`src/hdl/ils_pkg.sv`:
```
// Package for the integer literal scanner: phase type, error codes and character codes.
package ils_pkg;

   typedef enum logic [2:0] {
      PH_IDLE     = 3'd0,
      PH_ZERO     = 3'd1,
      PH_HEXSTART = 3'd2,
      PH_DIGITS   = 3'd3,
      PH_SUFFIX   = 3'd4
   } phase_type;

   typedef logic [2:0] err_type;

   localparam err_type ERR_NONE      = 3'd0;
   localparam err_type ERR_BAD_HEX   = 3'd1;
   localparam err_type ERR_MANY_L    = 3'd2;
   localparam err_type ERR_OVER_32   = 3'd3;
   localparam err_type ERR_NOT_DIGIT = 3'd4;

   localparam logic [7:0] CH_0     = 8'h30;
   localparam logic [7:0] CH_9     = 8'h39;
   localparam logic [7:0] CH_LO_A  = 8'h61;
   localparam logic [7:0] CH_LO_F  = 8'h66;
   localparam logic [7:0] CH_UP_A  = 8'h41;
   localparam logic [7:0] CH_UP_F  = 8'h46;
   localparam logic [7:0] CH_LO_X  = 8'h78;
   localparam logic [7:0] CH_UP_X  = 8'h58;
   localparam logic [7:0] CH_LO_U  = 8'h75;
   localparam logic [7:0] CH_UP_U  = 8'h55;
   localparam logic [7:0] CH_LO_L  = 8'h6C;
   localparam logic [7:0] CH_UP_L  = 8'h4C;

   localparam logic [1:0] ELL_MAX  = 2'd3;
   localparam logic [1:0] ELL_LONG = 2'd2;

endpackage

```
`src/hdl/ils_req_if.sv`:
```
// Character request channel of the integer literal scanner.
interface ils_req_if;
   logic       valid;
   logic       ready;
   logic [7:0] char_code;
   logic       end_of_input;

   modport source(output valid, output char_code, output end_of_input, input ready);
   modport sink(input valid, input char_code, input end_of_input, output ready);
endinterface

```
`src/hdl/ils_rsp_if.sv`:
```
// Literal response channel of the integer literal scanner.
interface ils_rsp_if;
   logic        valid;
   logic        ready;
   logic [63:0] value;
   logic        is_long_long;
   logic [2:0]  error_code;
   logic        terminator_consumed;

   modport source(output valid, output value, output is_long_long, output error_code,
                  output terminator_consumed, input ready);
   modport sink(input valid, input value, input is_long_long, input error_code,
                input terminator_consumed, output ready);
endinterface

```
`src/hdl/integer_literal_scanner.sv`:
```
// Integer literal scanner: top level with scan state, datapath and response register.
//
// Usage: characters of the source arrive on req_if, one byte per transfer, with
// end_of_input marking the end of the source. The block scans one C integer
// literal (decimal, or hexadecimal after a leading 0x) followed by u/l suffixes.
// When a character ends the literal, or the literal is malformed, one response
// goes out on rsp_if; terminator_consumed = 0 means the character that ended it
// must be presented again as the start of the next token.
// csr_we/csr_wdata write skip_mode; the user must write it only while the block is
// idle; the block does not enforce it. Rate: one character per cycle while
// req_if.ready is high. Each character takes a single pass through the 64-bit
// multiply-by-10 (multiply-by-16 in hex mode) shift-and-add datapath into the scan
// state registers; a response is visible on rsp_if the cycle after its transfer.
// Stalls: req_if.ready stays high while the response register is empty or
// is being emptied in the same cycle; when the receiver holds rsp_if.ready low
// with a response waiting, requests are held off.
// Reset: synchronous; clears the scan state, skip_mode and the response valid.
module integer_literal_scanner (
   input  logic             clock,
   input  logic             reset,
   ils_req_if.sink          req_if,
   ils_rsp_if.source        rsp_if,
   input  logic             csr_we,
   input  logic             csr_wdata
);
   import ils_pkg::*;

   phase_type   phase_ff, phase_in;
   logic [63:0] acc_ff, acc_in;
   logic        hex_ff, hex_in;
   logic [1:0]  ell_ff, ell_in;
   logic        skip_ff;

   logic        rsp_valid_ff;
   logic [63:0] rsp_value_ff;
   logic        rsp_ll_ff;
   err_type     rsp_err_ff;
   logic        rsp_used_ff;

   logic        accept;
   logic [7:0]  c;
   logic        eoi;
   logic        is_dec, is_hex, is_x, is_ell, is_suffix;
   logic [3:0]  hv;
   logic        take_digit;
   logic [63:0] acc_mac;

   logic        emit;
   logic [63:0] emit_value;
   logic        emit_ll;
   err_type     emit_err;
   logic        emit_used;

   logic [63:0] fin_value;
   logic        fin_ll;
   err_type     fin_err;

   assign req_if.ready = !rsp_valid_ff || rsp_if.ready;
   assign accept       = req_if.valid && req_if.ready;
   assign c            = req_if.char_code;
   assign eoi          = req_if.end_of_input;

   // Character classes.
   always_comb begin
      is_dec    = !eoi && (c >= CH_0) && (c <= CH_9);
      is_hex    = 1'b1;
      hv        = 4'd0;
      if ((c >= CH_0) && (c <= CH_9)) begin
         hv = 4'(c - CH_0);
      end else if ((c >= CH_LO_A) && (c <= CH_LO_F)) begin
         hv = 4'(c - CH_LO_A + 8'd10);
      end else if ((c >= CH_UP_A) && (c <= CH_UP_F)) begin
         hv = 4'(c - CH_UP_A + 8'd10);
      end else begin
         is_hex = 1'b0;
      end
      is_hex    = is_hex && !eoi;
      is_x      = !eoi && ((c == CH_LO_X) || (c == CH_UP_X));
      is_ell    = !eoi && ((c == CH_LO_L) || (c == CH_UP_L));
      is_suffix = is_ell || (!eoi && ((c == CH_LO_U) || (c == CH_UP_U)));
   end

   assign take_digit = hex_ff ? is_hex : is_dec;
   assign acc_mac    = hex_ff ? {acc_ff[59:0], hv}
                              : (acc_ff << 3) + (acc_ff << 1) + {60'd0, hv};

   // Result of a literal that ends normally.
   always_comb begin
      fin_value = 64'd0;
      fin_ll    = 1'b0;
      fin_err   = ERR_NONE;
      if (ell_ff == ELL_MAX) begin
         fin_err = ERR_MANY_L;
      end else if (ell_ff == ELL_LONG) begin
         fin_value = acc_ff;
         fin_ll    = 1'b1;
      end else if (skip_ff) begin
         fin_value = 64'd0;
      end else if (acc_ff[63:32] != 32'd0) begin
         fin_err = ERR_OVER_32;
      end else begin
         fin_value = {32'd0, acc_ff[31:0]};
      end
   end

   // Next phase.
   always_comb begin
      phase_in = phase_ff;
      unique case (phase_ff)
         PH_ZERO: begin
            if (is_x)            phase_in = PH_HEXSTART;
            else if (take_digit) phase_in = PH_DIGITS;
            else if (is_suffix)  phase_in = PH_SUFFIX;
            else                 phase_in = PH_IDLE;
         end
         PH_HEXSTART: begin
            phase_in = is_hex ? PH_DIGITS : PH_IDLE;
         end
         PH_DIGITS: begin
            if (take_digit)     phase_in = PH_DIGITS;
            else if (is_suffix) phase_in = PH_SUFFIX;
            else                phase_in = PH_IDLE;
         end
         PH_SUFFIX: begin
            phase_in = is_suffix ? PH_SUFFIX : PH_IDLE;
         end
         default: begin
            if (!is_dec)           phase_in = PH_IDLE;
            else if (c == CH_0)    phase_in = PH_ZERO;
            else                   phase_in = PH_DIGITS;
         end
      endcase
   end

   // Datapath and response.
   always_comb begin
      acc_in     = acc_ff;
      hex_in     = hex_ff;
      ell_in     = ell_ff;
      emit       = 1'b0;
      emit_value = 64'd0;
      emit_ll    = 1'b0;
      emit_err   = ERR_NONE;
      emit_used  = 1'b0;
      unique case (phase_ff) inside
         PH_HEXSTART: begin
            if (is_hex) begin
               acc_in = {60'd0, hv};
            end else begin
               emit      = 1'b1;
               emit_err  = ERR_BAD_HEX;
               emit_used = !eoi;
            end
         end
         PH_ZERO, PH_DIGITS, PH_SUFFIX: begin
            if (phase_ff == PH_ZERO && is_x) begin
               hex_in = 1'b1;
            end else if (phase_ff != PH_SUFFIX && take_digit) begin
               acc_in = acc_mac;
            end else if (is_suffix) begin
               if (is_ell && ell_ff != ELL_MAX) ell_in = ell_ff + 2'd1;
            end else begin
               emit       = 1'b1;
               emit_value = fin_value;
               emit_ll    = fin_ll;
               emit_err   = fin_err;
            end
         end
         default: begin
            if (is_dec) begin
               acc_in = {60'd0, hv};
               hex_in = 1'b0;
               ell_in = 2'd0;
            end else begin
               emit     = 1'b1;
               emit_err = ERR_NOT_DIGIT;
            end
         end
      endcase
      // Any response returns the scanner to a clean idle state.
      if (emit) begin
         acc_in = 64'd0;
         hex_in = 1'b0;
         ell_in = 2'd0;
      end
   end

   always_ff @(posedge clock) begin
      if (reset) begin
         phase_ff <= PH_IDLE;
         acc_ff   <= 64'd0;
         hex_ff   <= 1'b0;
         ell_ff   <= 2'd0;
      end else if (accept) begin
         phase_ff <= phase_in;
         acc_ff   <= acc_in;
         hex_ff   <= hex_in;
         ell_ff   <= ell_in;
      end
   end

   always_ff @(posedge clock) begin
      if (reset) begin
         skip_ff <= 1'b0;
      end else if (csr_we) begin
         skip_ff <= csr_wdata;
      end
   end

   always_ff @(posedge clock) begin
      if (reset) begin
         rsp_valid_ff <= 1'b0;
      end else if (accept && emit) begin
         rsp_valid_ff <= 1'b1;
      end else if (rsp_if.ready) begin
         rsp_valid_ff <= 1'b0;
      end
   end

   always_ff @(posedge clock) begin
      if (accept && emit) begin
         rsp_value_ff <= emit_value;
         rsp_ll_ff    <= emit_ll;
         rsp_err_ff   <= emit_err;
         rsp_used_ff  <= emit_used;
      end
   end

   assign rsp_if.valid               = rsp_valid_ff;
   assign rsp_if.value               = rsp_value_ff;
   assign rsp_if.is_long_long        = rsp_ll_ff;
   assign rsp_if.error_code          = rsp_err_ff;
   assign rsp_if.terminator_consumed = rsp_used_ff;

   a_err_clears_value: assert property (@(posedge clock) disable iff (reset)
      (rsp_valid_ff && rsp_err_ff != ERR_NONE) |-> (rsp_value_ff == 64'd0 && !rsp_ll_ff))
      else $error("error response carries a nonzero value or long long flag");

   a_consumed_only_bad_hex: assert property (@(posedge clock) disable iff (reset)
      (rsp_valid_ff && rsp_used_ff) |-> (rsp_err_ff == ERR_BAD_HEX))
      else $error("terminator consumed on a response that is not a bad hex start");

   a_short_fits_32: assert property (@(posedge clock) disable iff (reset)
      (rsp_valid_ff && !rsp_ll_ff) |-> (rsp_value_ff[63:32] == 32'd0))
      else $error("value without long long suffix exceeds 32 bits");

   a_emit_clears_state: assert property (@(posedge clock) disable iff (reset)
      (accept && emit) |=> (phase_ff == PH_IDLE && acc_ff == 64'd0 && ell_ff == 2'd0))
      else $error("scan state not cleared after a response");

   a_hexstart_in_hex: assert property (@(posedge clock) disable iff (reset)
      (phase_ff == PH_HEXSTART) |-> hex_ff)
      else $error("hex start phase without hex mode");

endmodule

```
`src/flat_wrapper.sv`:
```
// flat-port wrapper written by rule: the top's interface ports become plain ports
module integer_literal_scanner_flat import ils_pkg::*;
  (clock, reset, csr_we, csr_wdata, req_if_valid, req_if_char_code, req_if_end_of_input, req_if_ready, rsp_if_valid, rsp_if_value, rsp_if_is_long_long, rsp_if_error_code, rsp_if_terminator_consumed, rsp_if_ready);
  ils_req_if req_if_i ();
  ils_rsp_if rsp_if_i ();
  input  logic clock;
  input  logic reset;
  input  logic csr_we;
  input  logic csr_wdata;
  input wire logic [$bits(req_if_i.valid)-1:0] req_if_valid;
  input wire logic [$bits(req_if_i.char_code)-1:0] req_if_char_code;
  input wire logic [$bits(req_if_i.end_of_input)-1:0] req_if_end_of_input;
  output wire logic [$bits(req_if_i.ready)-1:0] req_if_ready;
  output wire logic [$bits(rsp_if_i.valid)-1:0] rsp_if_valid;
  output wire logic [$bits(rsp_if_i.value)-1:0] rsp_if_value;
  output wire logic [$bits(rsp_if_i.is_long_long)-1:0] rsp_if_is_long_long;
  output wire logic [$bits(rsp_if_i.error_code)-1:0] rsp_if_error_code;
  output wire logic [$bits(rsp_if_i.terminator_consumed)-1:0] rsp_if_terminator_consumed;
  input wire logic [$bits(rsp_if_i.ready)-1:0] rsp_if_ready;
  assign req_if_i.valid = req_if_valid;
  assign req_if_i.char_code = req_if_char_code;
  assign req_if_i.end_of_input = req_if_end_of_input;
  assign req_if_ready = req_if_i.ready;
  assign rsp_if_valid = rsp_if_i.valid;
  assign rsp_if_value = rsp_if_i.value;
  assign rsp_if_is_long_long = rsp_if_i.is_long_long;
  assign rsp_if_error_code = rsp_if_i.error_code;
  assign rsp_if_terminator_consumed = rsp_if_i.terminator_consumed;
  assign rsp_if_i.ready = rsp_if_ready;
  integer_literal_scanner u_core (.clock(clock), .reset(reset), .req_if(req_if_i), .rsp_if(rsp_if_i), .csr_we(csr_we), .csr_wdata(csr_wdata));
endmodule
```
`config.mk`:
```
export PLATFORM = sky130hd
export DESIGN_NAME = integer_literal_scanner_flat
export DESIGN_NICKNAME = d
export VERILOG_FILES = /design/src/hdl/ils_pkg.sv /design/src/hdl/ils_req_if.sv /design/src/hdl/ils_rsp_if.sv /design/src/hdl/integer_literal_scanner.sv /design/src/flat_wrapper.sv
export SDC_FILE = /design/constraint.sdc
export NUM_CORES = 1
export LEC_CHECK = 0
export BUFFER_PORTS_ARGS = -buffer_cell sky130_fd_sc_hd__buf_2
export CORE_MARGIN = 2
export CORE_UTILIZATION = 28
export DETAILED_ROUTE_END_ITERATION = 10
export PLACE_DENSITY = 0.48
export SETUP_SLACK_MARGIN = 0.2
export SLEW_MARGIN = 20
export SYNTH_ARGS = -nofsm -noshare
export SYNTH_HDL_FRONTEND = slang
export SYNTH_SLANG_ARGS = --single-unit
export TNS_END_PERCENT = 1
```
`constraint.sdc`:
```
create_clock -name clock -period 8 [get_ports clock]
set_input_delay 2 -clock clock [delete_from_list [all_inputs] [get_ports clock]]
set_output_delay 2 -clock clock [all_outputs]
set_load 0.02 [all_outputs]
```
**After elaboration in Yosys (flattened, before gate mapping)**

Index checks and enable logic that the tools add are counted.
W data, S select, Z words.

- Register bits after elaboration: 141
- Latch bits: 0
- Memory bits (writable): 0
- ROM bits: 0
- Bits of input ports: 15
- Output and inout bits: 71
- Logic and storage cells: 134
- Memories kept: 0

- $add $sub $neg: 8
- Multipliers: 0
- Div/mod/pow operators: 0
- Order comparisons: 6
- Equality and inequality tests: 23
- Shift operators: 0
- Mux-type cells: 54
- Bitwise logic cells: 2
- Reduce and logical (&&, ||, !) cells: 31

Operator list:

| cell | count |
|---|---|
| $mux W64 | 7 |
| $pmux W64 S2 | 1 |
| $add A64 B4 Y64 | 1 |
| $add A64 B64 Y64 | 1 |
| $mux W32 | 2 |
| $eq A8 B7 Y1 const B | 6 |
| $reduce_bool A32 Y1 | 1 |
| $mux W3 | 9 |
| $mux W2 | 11 |
| $ge A8 B7 Y1 const B | 2 |
| $le A8 B7 Y1 const B | 2 |
| $mux W1 | 16 |
| $ne A3 B1 Y1 const B | 5 |
| $logic_and A1 B1 Y1 | 14 |
| $mux W4 | 3 |
| $pmux W3 S4 | 1 |
| $sub A4 B1 Y4 const B | 3 |
| $add A4 B4 Y4 const B | 2 |
| $eq A8 B6 Y1 const B | 1 |
| $ge A8 B6 Y1 const B | 1 |
| $le A8 B6 Y1 const B | 1 |
| $reduce_and A7 Y1 | 1 |
| $eq A3 B2 Y1 const B | 2 |
| $ne A3 B2 Y1 const B | 2 |
| 21 further kinds | 29 |

**Logic depth before layout (Yosys ltp)**

- Depth in word-level cells: 13
- Depth in mapped cells: 22
- Mapped depth without buffers: 21

**Worst setup path before layout**

No wires, ideal clock.

- Path kind: input-to-reg
- From: in req_if_char_code[0]
- To: reg u_core.acc_ff[50]
- Setup time: 0.120 ns
- Data arrival time: 6.006 ns
- Required time: 7.880 ns
- Setup slack: 1.874 ns
- Stages: 17
- Path buffers: 0
- Cells stage by stage: inv_1 -> ha_1 -> o21bai_1 -> a2111oi_4 -> a22o_1 -> fa_1 -> fa_1 -> a21o_1 -> a221oi_2 -> o2bb2ai_2 -> o211ai_1 -> a21oi_2 -> a21oi_1 -> o31ai_1 -> a21oi_1 -> nor3_1 -> a211o_1

- Cells in the longest elaborated chain, start to end: 13
- Elaborated cells on any way between the ends: 56
- Classes of those cells: add/sub: 6; order compare: 6; eq/ne: 9; mux: 18; reduce/logical: 17

Ends and longest elaborated chain:

| item | RTL line | text |
|---|---|---|
| start: declaration | flat_wrapper.sv:11 | `input wire logic [$bits(req_if_i.char_code)-1:0] req_if_char_code;` |
| parallel branches: the longest is 13 deep, another holds $add A64 B4 Y64 | n/a |  |
| end signal: assignment | integer_literal_scanner.sv:196 | `acc_ff <= acc_in;` |
| end: declaration | integer_literal_scanner.sv:29 | `logic [63:0] acc_ff, acc_in;` |

Parallel ways; which one is timed is not known. The select of a mux whose other input is x is not followed.
A chain may end at the register's enable or synchronous reset.

**Worst setup path in the final report**

Same ends and word-level chain as after synthesis.

==> metrics.yaml <==
cp.required_ns: 8.33
nNetsFinal: 1374
avgViaCountPerCell: 5.27
n_fill_cell: 3837
critPathMaxFanout: 8
ir_worst_vdd_v: 0.000152
dpl_worst_slack_ns: 1.13
synthArstFlopShare: 0
path_class: "in -> reg"
critical_path.startpoint: "req_if_char_code[0]"
die_width_um: 197
crit_cells: 18
antenna_found_initial: 0
postCtsResizedCells: 0
grt_pass1_vias: 8827
rr_startpoint: "u_core.acc_ff[37]"
cts_root_buffer: "clkbuf_16"
finClkSkew_ns: 0.0114
hold_viol: 0
drive_above_1_share: 0.121
postSynthAreaPerCell_um2: 8.91
critPathArrivalTime_ns: 6.77
core-area_um2: 36700
netlist_area_um2: 10500
final_common_cell: "ha_1"
synth_top_area_frac: 0.198
drtPass1Iterations: 5
antenna_cells: 0
grt_max_degree: 84
ant_nets: 0
reg2reg_to: "u_core.acc_ff[59]"
avgRoutedWirePerCell_um: 18.4
critPathBufInv: 2
setup_viol: 0
synth_edf_count: 69
min_period_ns: 6.44
synth_fp_nets: 1321
ff2ff_setup_slack_ns: 4.10
hp-class: "reg -> reg"
clkTransAtPathRegs_ns: 0.07
cts_tree: "done"
yosysWarnings: 0
synth_cells: 1176
worstSkewPairLatency_ns: 0.44
status: "finished, final reports clean"
grt_usage: 0.164
reg2regPathDepth: 12
path_cells: "buf_2, inv_1, ha_1, o21bai_1, a2111oi_4, a22o_1, fa_1, fa_1, a21o_1, a221oi_2, o2bb2ai_2, o211ai_1, a21oi_2, a21oi_1, o31ai_1, a21oi_1, nor3_1, a211o_1"
start_util: 0.286
p_per_area_nw_per_um2: 143
grt_setup_unrepaired: "false"
num_rows: 70
drc_errors: 0
post-route-util: 0.324
port_buffers: 85
worstMarginPinSlew_ns: 1.03
synthFlopType: "dfxtp_1"
cts_hold_buffers: 0
layout_common_cells: "ha_1 (128), nor2_1 (92), a21oi_1 (92)"
drv_cap: 0
worst_slack_ns: 1.56
chipHeight_um: 197
yosys.area.top_type: "edfxtp_1"
endpoint: "u_core.acc_ff[50]"
clock.fmax_mhz: 155
max_slew_margin: 0.311
via_count: 9020
clk_path_buf_depth: 2
grt_pass1_wl_um: 50300
startpoint_type: "input port"
post-cts-setup-buffers: 0
slowest_stage: "a2111oi_4"
area_delta_synth_final_pct: 13.5
ys_top_cells_by_area: "edfxtp_1 (20%), ha_1 (15%), dfxtp_1 (14%)"
routabilityCongestion: 0.904
tns_ns: 0
finalCritPeriodShare: 0.805
max_stage_delay_ns: 0.59
cts.sinks: 141
hpwl_um: 23500
drtIter0Drc: 644
h-tree-depth: 4
cp-end-kind: "flop"
die_area_um2: 39000
drt-total-wl_um: 31400
power_leakage_nw: 5.14
yosysUniqueCellTypes: 73
slew_viol_final: 0
grt_overflow: 0
numCtsBuffers: 17
crit_family: "compound AO/OA/AOI/OAI gates"
ios: 86
seq_area_frac_synth: 0.335
ys_ff_latch: 141
[worst min path at each step]
stage,from,to,slack [ns],cells past startpoint
after floorplan,u_core.ell_ff[0],u_core.ell_ff[0],0.47,2
after global placement,u_core.ell_ff[1],u_core.ell_ff[1],0.50,2
after detailed placement,u_core.ell_ff[0],u_core.ell_ff[0],0.50,2
after CTS,u_core.ell_ff[0],u_core.ell_ff[0],0.51,2
after global routing,u_core.ell_ff[0],u_core.ell_ff[0],0.55,2
final,u_core.ell_ff[0],u_core.ell_ff[0],0.51,2
[worst register-to-register path, cell delays in order (launching register included)]
cell and delay, ns:
dfxtp_1 0.64, ha_1 0.34, ha_1 0.41, a21oi_1 0.24
o21bai_1 0.09, a21oi_1 0.26, o221ai_1 0.18, a221oi_1 0.50
o21ai_0 0.26, or3_1 0.39, a21oi_1 0.18, xor2_1 0.17
o22ai_1 0.09
[synthesized netlist by cell type, types with 5 or more instances]
cell / n
a31oi_1: 10
xnor2_1: 35
o211ai_1: 7
nand2_1: 91
ha_1: 128
nand3_1: 24
and2_1: 71
buf_6: 5
nand4_1: 13
xor2_1: 25
o21bai_1: 17
clkbuf_1: 41
a211oi_1: 6
nor4_1: 11
buf_2: 7
a32oi_1: 13
and3_1: 12
nor2_1: 92
a21o_1: 33
o31ai_1: 6
nor2b_1: 7
a21oi_1: 92
a22o_1: 7
and4_1: 7
o21ai_0: 78
nand2b_1: 10
dfxtp_1: 72
a22oi_1: 37
or3_1: 10
inv_1: 30
edfxtp_1: 69
nor3_1: 21
o21ai_1: 16
o22ai_1: 5
[stage by stage]
| step | std cells | hold WS [ns] | cell area [µm²] | power [mW] |
|---|---|---|---|---|
| finish | 1710 | 0.508 | 11900 | 1.70 |
| global route | 1710 | 0.549 | 11900 | 1.75 |
| CTS | 1710 | 0.513 | 11900 | 1.71 |
| detailed placement | 1678 | 0.502 | 11300 | 0.892 |
| floorplan | 1176 | 0.470 | 10500 | 0.855 |
| global placement | 1678 | 0.497 | 11300 | 0.891 |
[per-layer routing]
layer | track usage | vias to the layer above | routed length (µm)
met1 | 0.234 | 4319 | 15600
met4 | 0.0521 | 0 | 592
li1 | - | 4476 | -
met3 | 0.0212 | 35 | 1220
met5 | 0 | - | 0
met2 | 0.256 | 190 | 14000
[state kept, by name (all words and copies together), names as in the netlist, 2 cells and up]
name / flops
u_core.phase_ff: 3
u_core.rsp_if.value: 64
u_core.rsp_if.error_code: 3
u_core.ell_ff: 2
u_core.acc_ff: 64
[where the power goes]
group          switching (mW)  internal (mW)  leakage [nW]
clock network           0.353          0.468         0.301
logic                  0.0704         0.0233          3.56
registers             0.00513          0.775          1.27
total                   0.428           1.27          5.14
[cells by family (layout without fill, tap and decap cells)]
kind of cell               Yosys count  in the layout  share of synthesized area
muxes                                4              4                    0.00382
AOI/OAI and AO/OA                  370            370                      0.232
and+or+nand+nor                    382            382                      0.185
xor gates and xnor gates            60             60                     0.0501
adders and majority gates          130            130                      0.157
buffers and inverters               89            155                     0.0377
DFF                                141            141                      0.335
[final cells by class]
cell class              instances  area [µm²]  share of cell area
clock buffers                  22         517              0.0435
clock inverters                10        90.1             0.00757
inverters                      30         113             0.00947
multi-input cells             946        6590               0.554
flip-flops and latches        141        3510               0.296
well taps                     468         586              0.0492
repair buffers                 93         485              0.0408
Power figures use the tool's default switching activity.
